## src/rtl/core/bal_pkg.sv

```systemverilog
// ----------------------------------------------------------------------------
// Balance controller package
// Shared types, constants and register codes of the balancing motor control.
// ----------------------------------------------------------------------------
package bal_pkg;

  // Setpoint steering constants
  localparam int SlewStep    = 10;
  localparam int PosLimit    = 5000;
  localparam int AvoidLoad   = 5000;
  localparam int DistDiv     = 301;
  localparam int BattMin     = 14500;
  localparam int OvrLoad     = 700;
  localparam int UprightBand = 450000;
  localparam int StillBand   = 100;

  // Serial divider geometry
  localparam int DvdW = 32;
  localparam int DsrW = 23;

  // Configuration register codes
  typedef enum logic [2:0] {
    CfgSpeedGain     = 3'd0,
    CfgPositionGain  = 3'd1,
    CfgAngleDivisor  = 3'd2,
    CfgRateDivisor   = 3'd3,
    CfgAutonomous    = 3'd4,
    CfgRemoteHold    = 3'd5
  } cfg_idx_t;

  typedef struct packed {
    logic signed [15:0] speed_gain;
    logic signed [15:0] position_gain;
    logic [14:0]        angle_divisor;
    logic [14:0]        rate_divisor;
    logic               autonomous_mode;
    logic [14:0]        remote_hold_ticks;
  } cfg_t;

  typedef struct packed {
    logic [2:0]         cmd_flags;
    logic signed [15:0] remote_value;
    logic [15:0]        front_distance;
    logic               left_farther;
    logic               tick_parity;
    logic signed [15:0] body_speed;
    logic signed [16:0] wheel_speed_sum;
    logic signed [31:0] tilt_angle;
    logic signed [31:0] tilt_rate;
    logic signed [15:0] position_meas;
    logic signed [15:0] diff_side_meas;
    logic [15:0]        battery_mv;
  } item_t;

  // Status from the setpoint unit to the top level
  typedef struct packed {
    logic signed [15:0] position_set;
    logic signed [15:0] turn_set;
    logic               override_active;
  } ctl_stat_t;

endpackage

```

## src/rtl/core/bal_cmd_if.sv

```systemverilog
// ----------------------------------------------------------------------------
// Measurement channel
// Valid/ready channel carrying one control tick of measurements and flags.
// ----------------------------------------------------------------------------
interface bal_cmd_if;
  logic               valid;
  logic               ready;
  logic [2:0]         cmd_flags;
  logic signed [15:0] remote_value;
  logic [15:0]        front_distance;
  logic               left_farther;
  logic               tick_parity;
  logic signed [15:0] body_speed;
  logic signed [16:0] wheel_speed_sum;
  logic signed [31:0] tilt_angle;
  logic signed [31:0] tilt_rate;
  logic signed [15:0] position_meas;
  logic signed [15:0] diff_side_meas;
  logic [15:0]        battery_mv;

  modport source (
    output valid, cmd_flags, remote_value, front_distance, left_farther, tick_parity,
           body_speed, wheel_speed_sum, tilt_angle, tilt_rate, position_meas,
           diff_side_meas, battery_mv,
    input  ready
  );
  modport sink (
    input  valid, cmd_flags, remote_value, front_distance, left_farther, tick_parity,
           body_speed, wheel_speed_sum, tilt_angle, tilt_rate, position_meas,
           diff_side_meas, battery_mv,
    output ready
  );
endinterface

```

## src/rtl/core/bal_res_if.sv

```systemverilog
// ----------------------------------------------------------------------------
// Motor power channel
// Valid/ready channel carrying motor power and setpoints of one tick.
// ----------------------------------------------------------------------------
interface bal_res_if;
  logic               valid;
  logic               ready;
  logic signed [15:0] power_left;
  logic signed [15:0] power_right;
  logic signed [15:0] position_setpoint;
  logic signed [15:0] turn_setpoint;
  logic               override_active;

  modport source (
    output valid, power_left, power_right, position_setpoint, turn_setpoint,
           override_active,
    input  ready
  );
  modport sink (
    input  valid, power_left, power_right, position_setpoint, turn_setpoint,
           override_active,
    output ready
  );
endinterface

```

## src/rtl/core/bal_cfg_if.sv

```systemverilog
// ----------------------------------------------------------------------------
// Configuration write channel
// Valid/ready channel carrying a register index and write data.
// ----------------------------------------------------------------------------
interface bal_cfg_if;
  logic        valid;
  logic        ready;
  logic [2:0]  index;
  logic [15:0] data;

  modport source (output valid, index, data, input ready);
  modport sink (input valid, index, data, output ready);
endinterface

```

## src/rtl/core/bal_ctl.sv

```systemverilog
// ----------------------------------------------------------------------------
// Setpoint and override unit
// Holds the motion setpoints, remote and avoid timers and the recovery
// override countdown, and advances them once per tick.
// ----------------------------------------------------------------------------
module bal_ctl (
  input  logic              clk,
  input  logic              rst,
  input  logic              step,
  input  bal_pkg::item_t    item,
  input  bal_pkg::cfg_t     cfg,
  output bal_pkg::ctl_stat_t stat
);

  localparam logic signed [21:0] PosHi = 22'(bal_pkg::PosLimit);
  localparam logic signed [21:0] PosLo = -22'(bal_pkg::PosLimit);

  logic signed [15:0] position_set, position_set_next;
  logic signed [15:0] turn_set, turn_set_next;
  logic [14:0]        remote_count, remote_count_next;
  logic signed [15:0] last_remote, last_remote_next;
  logic [12:0]        avoid_timeout, avoid_timeout_next;
  logic signed [2:0]  turn_direction, turn_direction_next;
  logic [9:0]         override_count, override_count_next;

  logic               disabled, ovr_req, remote_rx;
  logic signed [21:0] r20, lo, hi, p;
  logic [2:0]         dq;
  logic signed [3:0]  drive;
  logic signed [2:0]  turn_v;
  logic [14:0]        rc0;
  logic [9:0]         oc0;
  logic               upright, still, same_sign;

  // Next state of all setpoint registers for one tick
  always_comb begin
    disabled  = item.cmd_flags[0];
    ovr_req   = item.cmd_flags[1];
    remote_rx = item.cmd_flags[2];

    position_set_next   = position_set;
    turn_set_next       = turn_set;
    last_remote_next    = last_remote;
    avoid_timeout_next  = avoid_timeout;
    turn_direction_next = turn_direction;

    // Remote slew and clamp
    r20 = (22'(item.remote_value) <<< 4) + (22'(item.remote_value) <<< 2);
    lo  = 22'(last_remote) - 22'(bal_pkg::SlewStep);
    hi  = 22'(last_remote) + 22'(bal_pkg::SlewStep);
    p   = r20;
    if (p < lo) begin
      p = lo;
    end else if (p > hi) begin
      p = hi;
    end
    if (p < PosLo) begin
      p = PosLo;
    end else if (p > PosHi) begin
      p = PosHi;
    end

    // Distance to drive step: quotient by the distance step, saturated at 7
    dq = 3'd0;
    for (int k = 1; k < 8; k++) begin
      if (item.front_distance >= 16'(bal_pkg::DistDiv * k)) begin
        dq = 3'(k);
      end
    end
    drive  = 4'(signed'({1'b0, dq})) - 4'sd2;
    turn_v = item.left_farther ? 3'sd1 : -3'sd1;

    rc0 = remote_rx ? cfg.remote_hold_ticks : remote_count;
    remote_count_next = rc0;

    if (rc0 != 15'd0) begin
      remote_count_next  = rc0 - 15'd1;
      position_set_next  = 16'(p);
      last_remote_next   = 16'(p);
      avoid_timeout_next = 13'(bal_pkg::AvoidLoad);
    end else if (cfg.autonomous_mode) begin
      if (item.body_speed < -16'(bal_pkg::StillBand)) begin
        avoid_timeout_next  = 13'(bal_pkg::AvoidLoad);
        turn_direction_next = item.tick_parity ? -3'sd2 : 3'sd2;
      end
      if (disabled) begin
        avoid_timeout_next = 13'(bal_pkg::AvoidLoad);
      end
      if (avoid_timeout_next != 13'd0) begin
        avoid_timeout_next = avoid_timeout_next - 13'd1;
      end else if (drive <= 4'sd0) begin
        turn_v = turn_direction_next;
      end
      position_set_next = position_set + 16'(drive);
      turn_set_next     = turn_set + 16'(turn_v);
    end

    if (disabled) begin
      position_set_next = '0;
      turn_set_next     = '0;
    end

    // Recovery override countdown
    oc0 = override_count;
    if (ovr_req) begin
      oc0 = (item.battery_mv > 16'(bal_pkg::BattMin)) ? 10'(bal_pkg::OvrLoad) : 10'd0;
    end
    override_count_next = (oc0 != 10'd0) ? oc0 - 10'd1 : 10'd0;
    if (override_count_next != 10'd0) begin
      position_set_next = '0;
    end

    // Early end when near upright and still
    upright = (item.tilt_angle < 32'(bal_pkg::UprightBand)) &&
              (item.tilt_angle > -32'(bal_pkg::UprightBand));
    still = (item.body_speed < 16'(bal_pkg::StillBand)) &&
            (item.body_speed > -16'(bal_pkg::StillBand));
    same_sign = ((item.tilt_angle == 32'sd0) && (item.tilt_rate == 32'sd0)) ||
                ((item.tilt_angle > 32'sd0) && (item.tilt_rate > 32'sd0)) ||
                (item.tilt_angle[31] && item.tilt_rate[31]);
    if ((override_count_next != 10'd0) && upright && still && same_sign) begin
      override_count_next = 10'd0;
    end
  end

  // State registers, advanced once per tick
  always_ff @(posedge clk) begin
    if (rst) begin
      position_set   <= '0;
      turn_set       <= '0;
      remote_count   <= '0;
      last_remote    <= '0;
      avoid_timeout  <= '0;
      turn_direction <= '0;
      override_count <= '0;
    end else if (step) begin
      position_set   <= position_set_next;
      turn_set       <= turn_set_next;
      remote_count   <= remote_count_next;
      last_remote    <= last_remote_next;
      avoid_timeout  <= avoid_timeout_next;
      turn_direction <= turn_direction_next;
      override_count <= override_count_next;
    end
  end

  assign stat.position_set    = position_set;
  assign stat.turn_set        = turn_set;
  assign stat.override_active = (override_count != 10'd0);

endmodule

```

## src/rtl/core/bal_mac.sv

```systemverilog
// ----------------------------------------------------------------------------
// Serial angle target multiplier
// Forms wheel_speed_sum * speed_gain + position_meas * position_gain, one
// gain bit per cycle, wrapped to 32 bits.
// ----------------------------------------------------------------------------
module bal_mac (
  input  logic               clk,
  input  logic               rst,
  input  logic               start,
  input  logic signed [16:0] wsum,
  input  logic signed [15:0] pmeas,
  input  logic signed [15:0] sgain,
  input  logic signed [15:0] pgain,
  output logic               done,
  output logic        [31:0] acc
);

  logic        busy;
  logic [3:0]  cnt;
  logic [31:0] ma, mb;
  logic [15:0] ga, gb;
  logic [31:0] ta, tb;

  // Partial products of the current gain bit
  always_comb begin
    ta = ga[0] ? ma : '0;
    tb = gb[0] ? mb : '0;
  end

  // Shift-add sequence; the top gain bit carries negative weight
  always_ff @(posedge clk) begin
    if (rst) begin
      busy <= 1'b0;
      done <= 1'b0;
      cnt  <= '0;
    end else begin
      done <= 1'b0;
      if (start) begin
        busy <= 1'b1;
        cnt  <= '0;
        ma   <= 32'(wsum);
        mb   <= 32'(pmeas);
        ga   <= sgain;
        gb   <= pgain;
        acc  <= '0;
      end else if (busy) begin
        if (cnt == 4'd15) begin
          acc  <= acc - ta - tb;
          busy <= 1'b0;
          done <= 1'b1;
        end else begin
          acc <= acc + ta + tb;
        end
        ma  <= ma << 1;
        mb  <= mb << 1;
        ga  <= ga >> 1;
        gb  <= gb >> 1;
        cnt <= cnt + 4'd1;
      end
    end
  end

  a_done_after_busy: assert property (@(posedge clk) disable iff (rst)
    done |-> $past(busy))
    else $error("multiplier done without a running sequence");

endmodule

```

## src/rtl/core/bal_div.sv

```systemverilog
// ----------------------------------------------------------------------------
// Serial divider
// Restoring division of a signed 32-bit dividend by an unsigned divisor,
// one quotient bit per cycle, truncating toward zero, result wrapped to 16.
// ----------------------------------------------------------------------------
module bal_div (
  input  logic                          clk,
  input  logic                          rst,
  input  logic                          start,
  input  logic signed [bal_pkg::DvdW-1:0] dividend,
  input  logic        [bal_pkg::DsrW-1:0] divisor,
  output logic                          done,
  output logic signed [15:0]            quotient
);

  typedef enum logic {D_IDLE, D_RUN} dstate_t;

  dstate_t                  state;
  logic [4:0]               cnt;
  logic                     neg;
  logic [bal_pkg::DvdW-1:0] q;
  logic [bal_pkg::DsrW-1:0] d;
  logic [bal_pkg::DsrW-1:0] rem;
  logic [bal_pkg::DsrW:0]   trial, sub;
  logic                     ge;

  // One restoring step
  always_comb begin
    trial = {rem, q[bal_pkg::DvdW-1]};
    sub   = trial - {1'b0, d};
    ge    = (trial >= {1'b0, d});
  end

  always_ff @(posedge clk) begin
    if (rst) begin
      state <= D_IDLE;
      done  <= 1'b0;
      cnt   <= '0;
    end else begin
      done <= 1'b0;
      case (state)
        D_IDLE: begin
          if (start) begin
            neg   <= dividend[bal_pkg::DvdW-1];
            q     <= dividend[bal_pkg::DvdW-1] ? -dividend : dividend;
            d     <= divisor;
            rem   <= '0;
            cnt   <= '0;
            state <= D_RUN;
          end
        end
        D_RUN: begin
          rem <= ge ? sub[bal_pkg::DsrW-1:0] : trial[bal_pkg::DsrW-1:0];
          q   <= {q[bal_pkg::DvdW-2:0], ge};
          cnt <= cnt + 5'd1;
          if (cnt == 5'd31) begin
            done  <= 1'b1;
            state <= D_IDLE;
          end
        end
        default: state <= D_IDLE;
      endcase
    end
  end

  // Sign restored on the low 16 bits of the magnitude
  assign quotient = neg ? -signed'(q[15:0]) : signed'(q[15:0]);

  a_done_from_run: assert property (@(posedge clk) disable iff (rst)
    done |-> $past(state == D_RUN))
    else $error("divider done outside a division");

endmodule

```

## src/rtl/core/balance_robot_motor_control_top.sv

```systemverilog
// ----------------------------------------------------------------------------
// Balancing robot motor control
// PD balance controller with remote and obstacle driven setpoint steering.
//
//   Channel  Direction  Carries
//   cmd      in         measurements and command flags of one control tick
//   res      out        left/right motor power, setpoints, override flag
//   cfg      in         register index and write data
//
// Each tick runs a setpoint update, the bit-serial angle target multiplier with
// its start and done handoffs, two runs of the shared serial divider and an
// output step, then returns to idle before the next transaction is accepted.
// Reset is synchronous and restores the sequencer, handshake, configuration and
// setpoint registers and the control state of the multiplier and divider; the
// data registers are not reset. A finished result waits in the output register
// while the next transaction is taken; the block stalls before loading it until it is taken.
// ----------------------------------------------------------------------------
module balance_robot_motor_control_top (
  input logic       clk,
  input logic       rst,
  bal_cmd_if.sink   cmd,
  bal_res_if.source res,
  bal_cfg_if.sink   cfg
);

  typedef enum logic [2:0] {S_IDLE, S_CTL, S_MUL, S_DIVA, S_DIVR, S_OUT} state_t;

  state_t              state;
  bal_pkg::cfg_t       cfg_r;
  bal_pkg::item_t      item_r;
  bal_pkg::ctl_stat_t  stat;
  logic                mac_start, mac_done;
  logic [31:0]         mac_acc;
  logic                div_start, div_done;
  logic signed [15:0]  div_quo;
  logic signed [31:0]  dvd_r;
  logic [bal_pkg::DsrW-1:0] dsr_r;
  logic signed [15:0]  by_angle, by_rate;
  logic [14:0]         adiv1, rdiv1;
  logic [bal_pkg::DsrW-1:0] adsr, rdsr;
  logic                res_valid;

  // Configuration registers; zero divisors act as one
  assign cfg.ready = 1'b1;
  always_ff @(posedge clk) begin
    if (rst) begin
      cfg_r.speed_gain        <= '0;
      cfg_r.position_gain     <= '0;
      cfg_r.angle_divisor     <= 15'd1;
      cfg_r.rate_divisor      <= 15'd1;
      cfg_r.autonomous_mode   <= 1'b0;
      cfg_r.remote_hold_ticks <= 15'd100;
    end else if (cfg.valid) begin
      case (bal_pkg::cfg_idx_t'(cfg.index))
        bal_pkg::CfgSpeedGain:    cfg_r.speed_gain        <= signed'(cfg.data);
        bal_pkg::CfgPositionGain: cfg_r.position_gain     <= signed'(cfg.data);
        bal_pkg::CfgAngleDivisor: cfg_r.angle_divisor     <= cfg.data[14:0];
        bal_pkg::CfgRateDivisor:  cfg_r.rate_divisor      <= cfg.data[14:0];
        bal_pkg::CfgAutonomous:   cfg_r.autonomous_mode   <= cfg.data[0];
        bal_pkg::CfgRemoteHold:   cfg_r.remote_hold_ticks <= cfg.data[14:0];
        default: ;
      endcase
    end
  end

  // Effective divisors including the fixed scale factors
  always_comb begin
    adiv1 = (cfg_r.angle_divisor == 15'd0) ? 15'd1 : cfg_r.angle_divisor;
    rdiv1 = (cfg_r.rate_divisor == 15'd0) ? 15'd1 : cfg_r.rate_divisor;
    adsr  = stat.override_active ?
            (bal_pkg::DsrW'(adiv1) << 4) + (bal_pkg::DsrW'(adiv1) << 3) :
            (bal_pkg::DsrW'(adiv1) << 4);
    rdsr  = bal_pkg::DsrW'(rdiv1) << 8;
  end

  bal_ctl u_ctl (
    .clk  (clk),
    .rst  (rst),
    .step (state == S_CTL),
    .item (item_r),
    .cfg  (cfg_r),
    .stat (stat)
  );

  bal_mac u_mac (
    .clk   (clk),
    .rst   (rst),
    .start (mac_start),
    .wsum  (item_r.wheel_speed_sum),
    .pmeas (item_r.position_meas),
    .sgain (cfg_r.speed_gain),
    .pgain (cfg_r.position_gain),
    .done  (mac_done),
    .acc   (mac_acc)
  );

  bal_div u_div (
    .clk      (clk),
    .rst      (rst),
    .start    (div_start),
    .dividend (dvd_r),
    .divisor  (dsr_r),
    .done     (div_done),
    .quotient (div_quo)
  );

  assign cmd.ready = (state == S_IDLE);
  assign res.valid = res_valid;

  // Tick sequencer and output register
  always_ff @(posedge clk) begin
    if (rst) begin
      state     <= S_IDLE;
      mac_start <= 1'b0;
      div_start <= 1'b0;
      res_valid <= 1'b0;
    end else begin
      mac_start <= 1'b0;
      div_start <= 1'b0;
      // The output step reloads the register itself when the result is taken.
      if (res_valid && res.ready && (state != S_OUT)) begin
        res_valid <= 1'b0;
      end
      case (state)
        S_IDLE: begin
          if (cmd.valid) begin
            item_r.cmd_flags       <= cmd.cmd_flags;
            item_r.remote_value    <= cmd.remote_value;
            item_r.front_distance  <= cmd.front_distance;
            item_r.left_farther    <= cmd.left_farther;
            item_r.tick_parity     <= cmd.tick_parity;
            item_r.body_speed      <= cmd.body_speed;
            item_r.wheel_speed_sum <= cmd.wheel_speed_sum;
            item_r.tilt_angle      <= cmd.tilt_angle;
            item_r.tilt_rate       <= cmd.tilt_rate;
            item_r.position_meas   <= cmd.position_meas;
            item_r.diff_side_meas  <= cmd.diff_side_meas;
            item_r.battery_mv      <= cmd.battery_mv;
            state <= S_CTL;
          end
        end
        S_CTL: begin
          mac_start <= 1'b1;
          state     <= S_MUL;
        end
        S_MUL: begin
          if (mac_done) begin
            dvd_r     <= item_r.tilt_angle - signed'(mac_acc);
            dsr_r     <= adsr;
            div_start <= 1'b1;
            state     <= S_DIVA;
          end
        end
        S_DIVA: begin
          if (div_done) begin
            by_angle  <= div_quo;
            dvd_r     <= item_r.tilt_rate;
            dsr_r     <= rdsr;
            div_start <= 1'b1;
            state     <= S_DIVR;
          end
        end
        S_DIVR: begin
          if (div_done) begin
            by_rate <= div_quo;
            state   <= S_OUT;
          end
        end
        S_OUT: begin
          if (!res_valid || res.ready) begin
            res.power_left        <= by_rate - by_angle - item_r.diff_side_meas;
            res.power_right       <= by_rate - by_angle + item_r.diff_side_meas;
            res.position_setpoint <= stat.position_set;
            res.turn_setpoint     <= stat.turn_set;
            res.override_active   <= stat.override_active;
            res_valid             <= 1'b1;
            state                 <= S_IDLE;
          end
        end
        default: state <= S_IDLE;
      endcase
    end
  end

  a_one_at_a_time: assert property (@(posedge clk) disable iff (rst)
    (cmd.valid && cmd.ready) |=> !cmd.ready)
    else $error("second transaction taken while a tick is in progress");

  a_result_from_out: assert property (@(posedge clk) disable iff (rst)
    $rose(res.valid) |-> $past(state == S_OUT))
    else $error("result raised outside the output step");

  a_div_in_div_state: assert property (@(posedge clk) disable iff (rst)
    div_done |-> (state == S_DIVA || state == S_DIVR))
    else $error("divider finished while the sequencer is not waiting for it");

endmodule

```

## src/flat_wrapper.sv

```systemverilog
// flat-port wrapper written by rule: the top's interface ports become plain ports
module balance_robot_motor_control_top_flat 
  (clk, rst, cmd_valid, cmd_cmd_flags, cmd_remote_value, cmd_front_distance, cmd_left_farther, cmd_tick_parity, cmd_body_speed, cmd_wheel_speed_sum, cmd_tilt_angle, cmd_tilt_rate, cmd_position_meas, cmd_diff_side_meas, cmd_battery_mv, cmd_ready, res_valid, res_power_left, res_power_right, res_position_setpoint, res_turn_setpoint, res_override_active, res_ready, cfg_valid, cfg_index, cfg_data, cfg_ready);
  bal_cmd_if cmd_i ();
  bal_res_if res_i ();
  bal_cfg_if cfg_i ();
  input logic clk;
  input logic rst;
  input wire logic [$bits(cmd_i.valid)-1:0] cmd_valid;
  input wire logic [$bits(cmd_i.cmd_flags)-1:0] cmd_cmd_flags;
  input wire logic [$bits(cmd_i.remote_value)-1:0] cmd_remote_value;
  input wire logic [$bits(cmd_i.front_distance)-1:0] cmd_front_distance;
  input wire logic [$bits(cmd_i.left_farther)-1:0] cmd_left_farther;
  input wire logic [$bits(cmd_i.tick_parity)-1:0] cmd_tick_parity;
  input wire logic [$bits(cmd_i.body_speed)-1:0] cmd_body_speed;
  input wire logic [$bits(cmd_i.wheel_speed_sum)-1:0] cmd_wheel_speed_sum;
  input wire logic [$bits(cmd_i.tilt_angle)-1:0] cmd_tilt_angle;
  input wire logic [$bits(cmd_i.tilt_rate)-1:0] cmd_tilt_rate;
  input wire logic [$bits(cmd_i.position_meas)-1:0] cmd_position_meas;
  input wire logic [$bits(cmd_i.diff_side_meas)-1:0] cmd_diff_side_meas;
  input wire logic [$bits(cmd_i.battery_mv)-1:0] cmd_battery_mv;
  output wire logic [$bits(cmd_i.ready)-1:0] cmd_ready;
  output wire logic [$bits(res_i.valid)-1:0] res_valid;
  output wire logic [$bits(res_i.power_left)-1:0] res_power_left;
  output wire logic [$bits(res_i.power_right)-1:0] res_power_right;
  output wire logic [$bits(res_i.position_setpoint)-1:0] res_position_setpoint;
  output wire logic [$bits(res_i.turn_setpoint)-1:0] res_turn_setpoint;
  output wire logic [$bits(res_i.override_active)-1:0] res_override_active;
  input wire logic [$bits(res_i.ready)-1:0] res_ready;
  input wire logic [$bits(cfg_i.valid)-1:0] cfg_valid;
  input wire logic [$bits(cfg_i.index)-1:0] cfg_index;
  input wire logic [$bits(cfg_i.data)-1:0] cfg_data;
  output wire logic [$bits(cfg_i.ready)-1:0] cfg_ready;
  assign cmd_i.valid = cmd_valid;
  assign cmd_i.cmd_flags = cmd_cmd_flags;
  assign cmd_i.remote_value = cmd_remote_value;
  assign cmd_i.front_distance = cmd_front_distance;
  assign cmd_i.left_farther = cmd_left_farther;
  assign cmd_i.tick_parity = cmd_tick_parity;
  assign cmd_i.body_speed = cmd_body_speed;
  assign cmd_i.wheel_speed_sum = cmd_wheel_speed_sum;
  assign cmd_i.tilt_angle = cmd_tilt_angle;
  assign cmd_i.tilt_rate = cmd_tilt_rate;
  assign cmd_i.position_meas = cmd_position_meas;
  assign cmd_i.diff_side_meas = cmd_diff_side_meas;
  assign cmd_i.battery_mv = cmd_battery_mv;
  assign cmd_ready = cmd_i.ready;
  assign res_valid = res_i.valid;
  assign res_power_left = res_i.power_left;
  assign res_power_right = res_i.power_right;
  assign res_position_setpoint = res_i.position_setpoint;
  assign res_turn_setpoint = res_i.turn_setpoint;
  assign res_override_active = res_i.override_active;
  assign res_i.ready = res_ready;
  assign cfg_i.valid = cfg_valid;
  assign cfg_i.index = cfg_index;
  assign cfg_i.data = cfg_data;
  assign cfg_ready = cfg_i.ready;
  balance_robot_motor_control_top u_core (.clk(clk), .rst(rst), .cmd(cmd_i), .res(res_i), .cfg(cfg_i));
endmodule
```

## config.mk

```make
export PLATFORM = sky130hd
export DESIGN_NAME = balance_robot_motor_control_top_flat
export DESIGN_NICKNAME = d
export VERILOG_FILES = /design/src/rtl/core/bal_pkg.sv /design/src/rtl/core/bal_cmd_if.sv /design/src/rtl/core/bal_res_if.sv /design/src/rtl/core/bal_cfg_if.sv /design/src/rtl/core/bal_ctl.sv /design/src/rtl/core/bal_mac.sv /design/src/rtl/core/bal_div.sv /design/src/rtl/core/balance_robot_motor_control_top.sv /design/src/flat_wrapper.sv
export SDC_FILE = /design/constraint.sdc
export NUM_CORES = 2
export LEC_CHECK = 0
export BUFFER_PORTS_ARGS = -buffer_cell sky130_fd_sc_hd__buf_2
export CAP_MARGIN = 20
export CORE_UTILIZATION = 56
export DETAILED_ROUTE_END_ITERATION = 8
export PLACE_DENSITY = 0.88
export SYNTH_ARGS = -nofsm -noshare
export SYNTH_HDL_FRONTEND = slang
export SYNTH_HIERARCHICAL = 1
export SYNTH_SLANG_ARGS = --single-unit
```

## constraint.sdc

```tcl
create_clock -name clk -period 8.3 [get_ports clk]
set_input_delay 1.245 -clock clk [delete_from_list [all_inputs] [get_ports clk]]
set_output_delay 1.245 -clock clk [all_outputs]
set_load 0.02 [all_outputs]
```

== Word level (Yosys, flattened, before mapping) ==
Index checks and enable logic that the tools add are counted.
W data, S select, Z words.
Word-level totals
  register bits: 727
  input port bits: 206
Cells by class
  reductions and logical operators: 53
  order comparisons: 21
  bitwise gates (word level): 4
  $add $sub $neg: 23
  mux-type cells: 89
  equality and inequality tests: 20
Operators by type and width (count)
  $mux W32: 12
  $mux W16: 14
  $pmux W32 S2: 2
  $mux W23: 5
  $sub A32 B32 Y32: 3
  $pmux W23 S2: 2
  $mux W13: 7
  $add A32 B32 Y32: 2
  $gt A32 B1 Y1 const B: 2
  $logic_not A32 Y1: 2
  $mux W15: 4
  $mux W3: 18
  $ge A16 B11 Y1 const B: 3
  $mux W22: 2
  $mux W10: 4
  $ge A16 B10 Y1 const B: 2
  $gt A32 B20 Y1 const B: 1
  $lt A16 B8 Y1 const B: 2
  $lt A32 B20 Y1 const B: 1
  $neg A32 Y32: 1
  $sub A16 B16 Y16: 2
  $logic_not A15 Y1: 2
  $reduce_bool A10 Y1: 3
  $ge A24 B23 Y1: 1
  other kinds (52): 113

== Logic depth before layout (Yosys ltp) ==
  depth in word-level cells: 18
  mapped depth: 26

== Hierarchy ==
Netlist, hierarchy kept.
Modules (own cells, without submodules)
  balance_robot_motor_control_top: cells each 1522, area each 18223.7 µm², instances 1
  bal_mac: cells each 1127, area each 11048.1 µm², instances 1
  bal_ctl: cells each 1280, area each 9301.4 µm², instances 1
  bal_div: cells each 580, area each 5605.4 µm², instances 1

== Worst setup path after synthesis ==
OpenSTA, ideal clock, no wires.
  path kind: input -> register
  start: input port rst
  end: register u_core.res.override_active (enable)
  required time: 7.656 ns
  path buffers: 2
  slack: -0.125 ns
  stages: 3
  arrival: 7.781 ns
  path through: clkbuf_1 > clkbuf_1 > nor4_1
Between the ends
  longest elaborated chain between the ends: 2
Ends and longest elaborated chain
  start: declaration: RTL line flat_wrapper.sv:8  | input logic rst;
  $not A1 Y1 (no line)
  $reduce_and A3 Y1 (no line)
  end: declaration: RTL line bal_res_if.sv:16  | override_active,
No other way between the ends.
A chain may end at the register's enable or synchronous reset.

== Worst setup path after layout ==
  start: register u_core/item_r[168] (netlist name)
  end: register u_core.u_ctl.last_remote[2]
Between the ends
  longest elaborated chain between the ends: 7
Ends and longest elaborated chain
  start: declaration: RTL line balance_robot_motor_control_top.sv:30  | bal_pkg::item_t item_r;
  $add A20 B18 Y21 (*): RTL line bal_ctl.sv:48  | r20 = (22'(item.remote_value) <<< 4) + (22'(item.remote_value) <<< 2);
  $gt A21 B17 Y1: RTL line bal_ctl.sv:54  | end else if (p > hi) begin
  $mux W22: RTL line bal_ctl.sv:54
  $mux W22 (*): RTL line bal_ctl.sv:52  | if (p < lo) begin
  $gt A22 B14 Y1: RTL line bal_ctl.sv:59  | end else if (p > PosHi) begin
  $mux W16: RTL line bal_ctl.sv:59
  $mux W16 (*): RTL line bal_ctl.sv:57  | if (p < PosLo) begin
  end signal: assignment: RTL line bal_ctl.sv:140  | last_remote <= last_remote_next;
  end: declaration: RTL line bal_ctl.sv:21  | logic signed [15:0] last_remote, last_remote_next;
Mark *: on every way between the ends. The rest lies on a longest branch, timed or not.

==> results.ini <==
[outcome]
status=complete, no violations

[timing]
setup_viol_count_final=0
slew_headroom=0.228
rsz0062_at_grt=no
hold_violations=0
worst_clock_skew_ps=36.3
final_max_slew_viol_count=0
finalCritPeriodShare=0.774
worst_slew_pin_slew_ps=1140
min_period_ps=6420
max_freq_mhz=156
fin_tns_setup_ps=0

[power]
leakage_nw=19.5
powerDensity_nw_per_um2=241
peakVddDrop_v=0.000184

[routing]
wl_met2_um=53700
drt_pass1_iterations=6
antenna_left=0
first_iter_violations=3491
wl_met1_um=47000
drc=0
vias=35700
wl_met3_um=8380
wire_per_inst_um=19.5
vias_per_cell=6.12
routed_wirelength_um=113000
top_layer=met4

[global_routing]
antenna_found_initial=7
grtUsageTotal=0.281
grt_pass1_vias=34300
grt_start_max_net_pins=99
grt_pass1_wl_um=178000
gr-total-overflow=0

[layout]
fin_nets=5265
final_area_um2=49000
fill_cells=5973
drive_gt1_frac=0.127
area_growth_pct=11.0

[setup_path]
crit_cells=21
worstSetupStartpointType=flip-flop
rr_endpoint=u_core/u_ctl/last_remote[2]
cp_slowest_cell=or4_1
cp-end-kind=flip-flop
critPathMaxStageDelay_ps=590
path_buf_inv=2
reg2reg_depth=21
critical_path_required_ps=8880
r2r-start=u_core/item_r[168]
worstSetupPathType=flip-flop to flip-flop
path_max_fanout=18
arrival_ps=7000
crit_chain=ha_1, or4_1, or3_1, o211a_1, a221oi_2, o31ai_1, ha_1, nand4_1, nor4_1, a221oi_2, nand3_2, mux2i_2, buf_4, nor2_1, a211oi_2, a31oi_1, o21ai_1, a21oi_1, buf_4, or4_1, a21oi_1
cp_top_family=simple AND/OR/NAND/NOR gates
reg2reg_setup_slack_ps=1880
cp-startpoint=u_core/item_r[168]
setup.worst_path.end=u_core/u_ctl/last_remote[2]

[place]
port-buffer-count=272
placed_area_um2=46400
dp_hpwl_um=82000
gp_congestion=0.986

[yosys]
ys.flop_type=edfxtp_1
netlist_area_um2=44200
synthCells=4509
yosysSeqAreaShare=0.449
synth_cell_types=109
synthArstFlopShare=0
synth_edf_count=537
synth_area_per_cell_um2=9.80
synth-warning-count=6
synth_seq_cells=723

[floorplanning]
rows=102
die_h_um=283
die-area_um2=80000
boundaryPins=274
start_util=0.568
dieWidth_um=283
core_um2=77700

[clock_tree]
ctsLongestPathBuffers=3
cts_tree=built
cts_buffers=76
h-tree-depth=3
cts_root_buffer=clkbuf_16
clock_latency_ps=650
cts_hold_buf=0
post_cts_buffers=0
clk_pin_slew_worst_paths_ps=60
cts_resized=0
clkSinkCount=723

[hold_path]
hold_class=flip-flop to flip-flop

[job]
cap_violations=0

cells in the mapped netlist, types with 17 or more instances:
master,n,area share
nand2b_1,39,0.0055
nand2_1,516,0.044
o211ai_1,23,0.0039
mux2i_1,26,0.0059
a22oi_1,31,0.0053
a31oi_1,32,0.0045
fa_1,26,0.012
inv_1,271,0.023
and2_1,24,0.0034
o22ai_1,22,0.0031
nor4_1,42,0.0059
a21o_1,96,0.016
a21oi_1,358,0.041
o21bai_1,30,0.0051
o21a_1,26,0.0044
and3_1,33,0.0047
nor2b_1,36,0.0051
nand3_1,74,0.0084
or2_2,17,0.0024
mux2_2,64,0.016
nor2_1,375,0.032
o31ai_1,30,0.0051
ha_1,321,0.091
clkbuf_1,140,0.012
o21ai_0,232,0.026
dfxtp_1,186,0.084
xnor2_1,174,0.034
a211oi_1,49,0.0083
nor3_1,102,0.012
edfxtp_1,537,0.37
or3_1,32,0.0045
nand4_1,42,0.0059
xor2_1,147,0.029
nor3b_1,17,0.0029
a31o_2,31,0.0061
metrics by stage:
step	hold WS [ps]	total power [mW]	instances	worst slack, ps	util
detailed placement	405	8.18	5671	1810	0.597
CTS	411	11.7	5813	1780	0.630
finish	419	11.8	5825	1880	0.631
floorplan	400	7.22	4511	661	-
global route	420	12.3	5820	1490	0.631
global placement	401	8.12	5670	1930	0.597
where the power goes:
part | switching, mW | internal (mW)
clock | 1.51 | 2.02
combinational | 2.50 | 1.45
sequential | 0.198 | 4.13
total | 4.21 | 7.59
registers in the layout (all words and copies together), names as in the netlist, 13 cells and up:
register                      count
u_core/res.power_left            16
u_core/u_mac/ga                  16
u_core/u_div/rem                 23
u_core/u_ctl/last_remote         16
u_core/u_ctl/avoid_timeout       13
u_core/u_mac/mb                  32
u_core/u_mac/acc                 32
u_core/cfg_r                     78
u_core/res.position_setpoint     16
u_core/u_ctl/position_set        16
u_core/by_rate                   16
u_core/u_mac/gb                  16
u_core/res.turn_setpoint         16
u_core/by_angle                  16
u_core/u_ctl/turn_set            16
u_core/res.power_right           15
u_core/u_ctl/remote_count        15
u_core/dsr_r                     20
u_core/item_r                   182
u_core/dvd_r                     32
u_core/u_div/q                   32
u_core/u_mac/ma                  32
u_core/u_div/d                   23
layer usage:
layer | track usage | up-vias
met3 | 0.0412 | 276
met5 | 0 | -
met2 | 0.473 | 1554
met1 | 0.364 | 17000
li1 | - | 16800
met4 | 0.109 | 0
worst min-delay path by stage:
| stage | start | to | slack [ps] | cells after the start |
|---|---|---|---|---|
| after detailed placement | u_core/dsr_r[9] | u_core/u_div/d[9] | 400 | 0 |
| final | u_core/dsr_r[21] | u_core/u_div/d[21] | 420 | 0 |
| after global routing | u_core/dsr_r[21] | u_core/u_div/d[21] | 420 | 0 |
| after floorplan | u_core/dsr_r[10] | u_core/u_div/d[10] | 400 | 0 |
| after global placement | u_core/dsr_r[22] | u_core/u_div/d[22] | 400 | 0 |
| after CTS | u_core/dsr_r[21] | u_core/u_div/d[21] | 410 | 0 |
kinds of logic after synthesis:
kind of cell | count (synthesis) | share of synthesized area
flops | 723 | 0.449
fa+ha+maj | 347 | 0.103
compound gates | 1150 | 0.170
simple gates | 1423 | 0.151
xor+xnor | 321 | 0.0636
mux | 92 | 0.0229
other cells | 2 | 0.000170
buf+inv | 451 | 0.0404
placed cells by master, fill, tap and decap left out, drive strengths merged, types with 55 or more instances in the layout:
cell,n
edfxtp,537
nand2,517
nor2,375
a21oi,363
ha,321
buf,303
inv,275
o21ai,252
dfxtp,186
xnor2,174
xor2,147
nor3,103
clkbuf,100
a21o,96
nand3,77
mux2,65
a211oi,55
cell type report:
class,count,area (µm²),share of cell area
multi-input cells,3337,22600,0.461
flip-flops and latches,723,19900,0.405
clock buffers,100,2070,0.0423
repair buffers,303,1610,0.0328
well taps,1040,1300,0.0265
inverters,271,1020,0.0207
clock inverters,42,526,0.0107
diodes,9,22.5,0.000459
No activity file was read; power rests on OpenSTA's default activity.
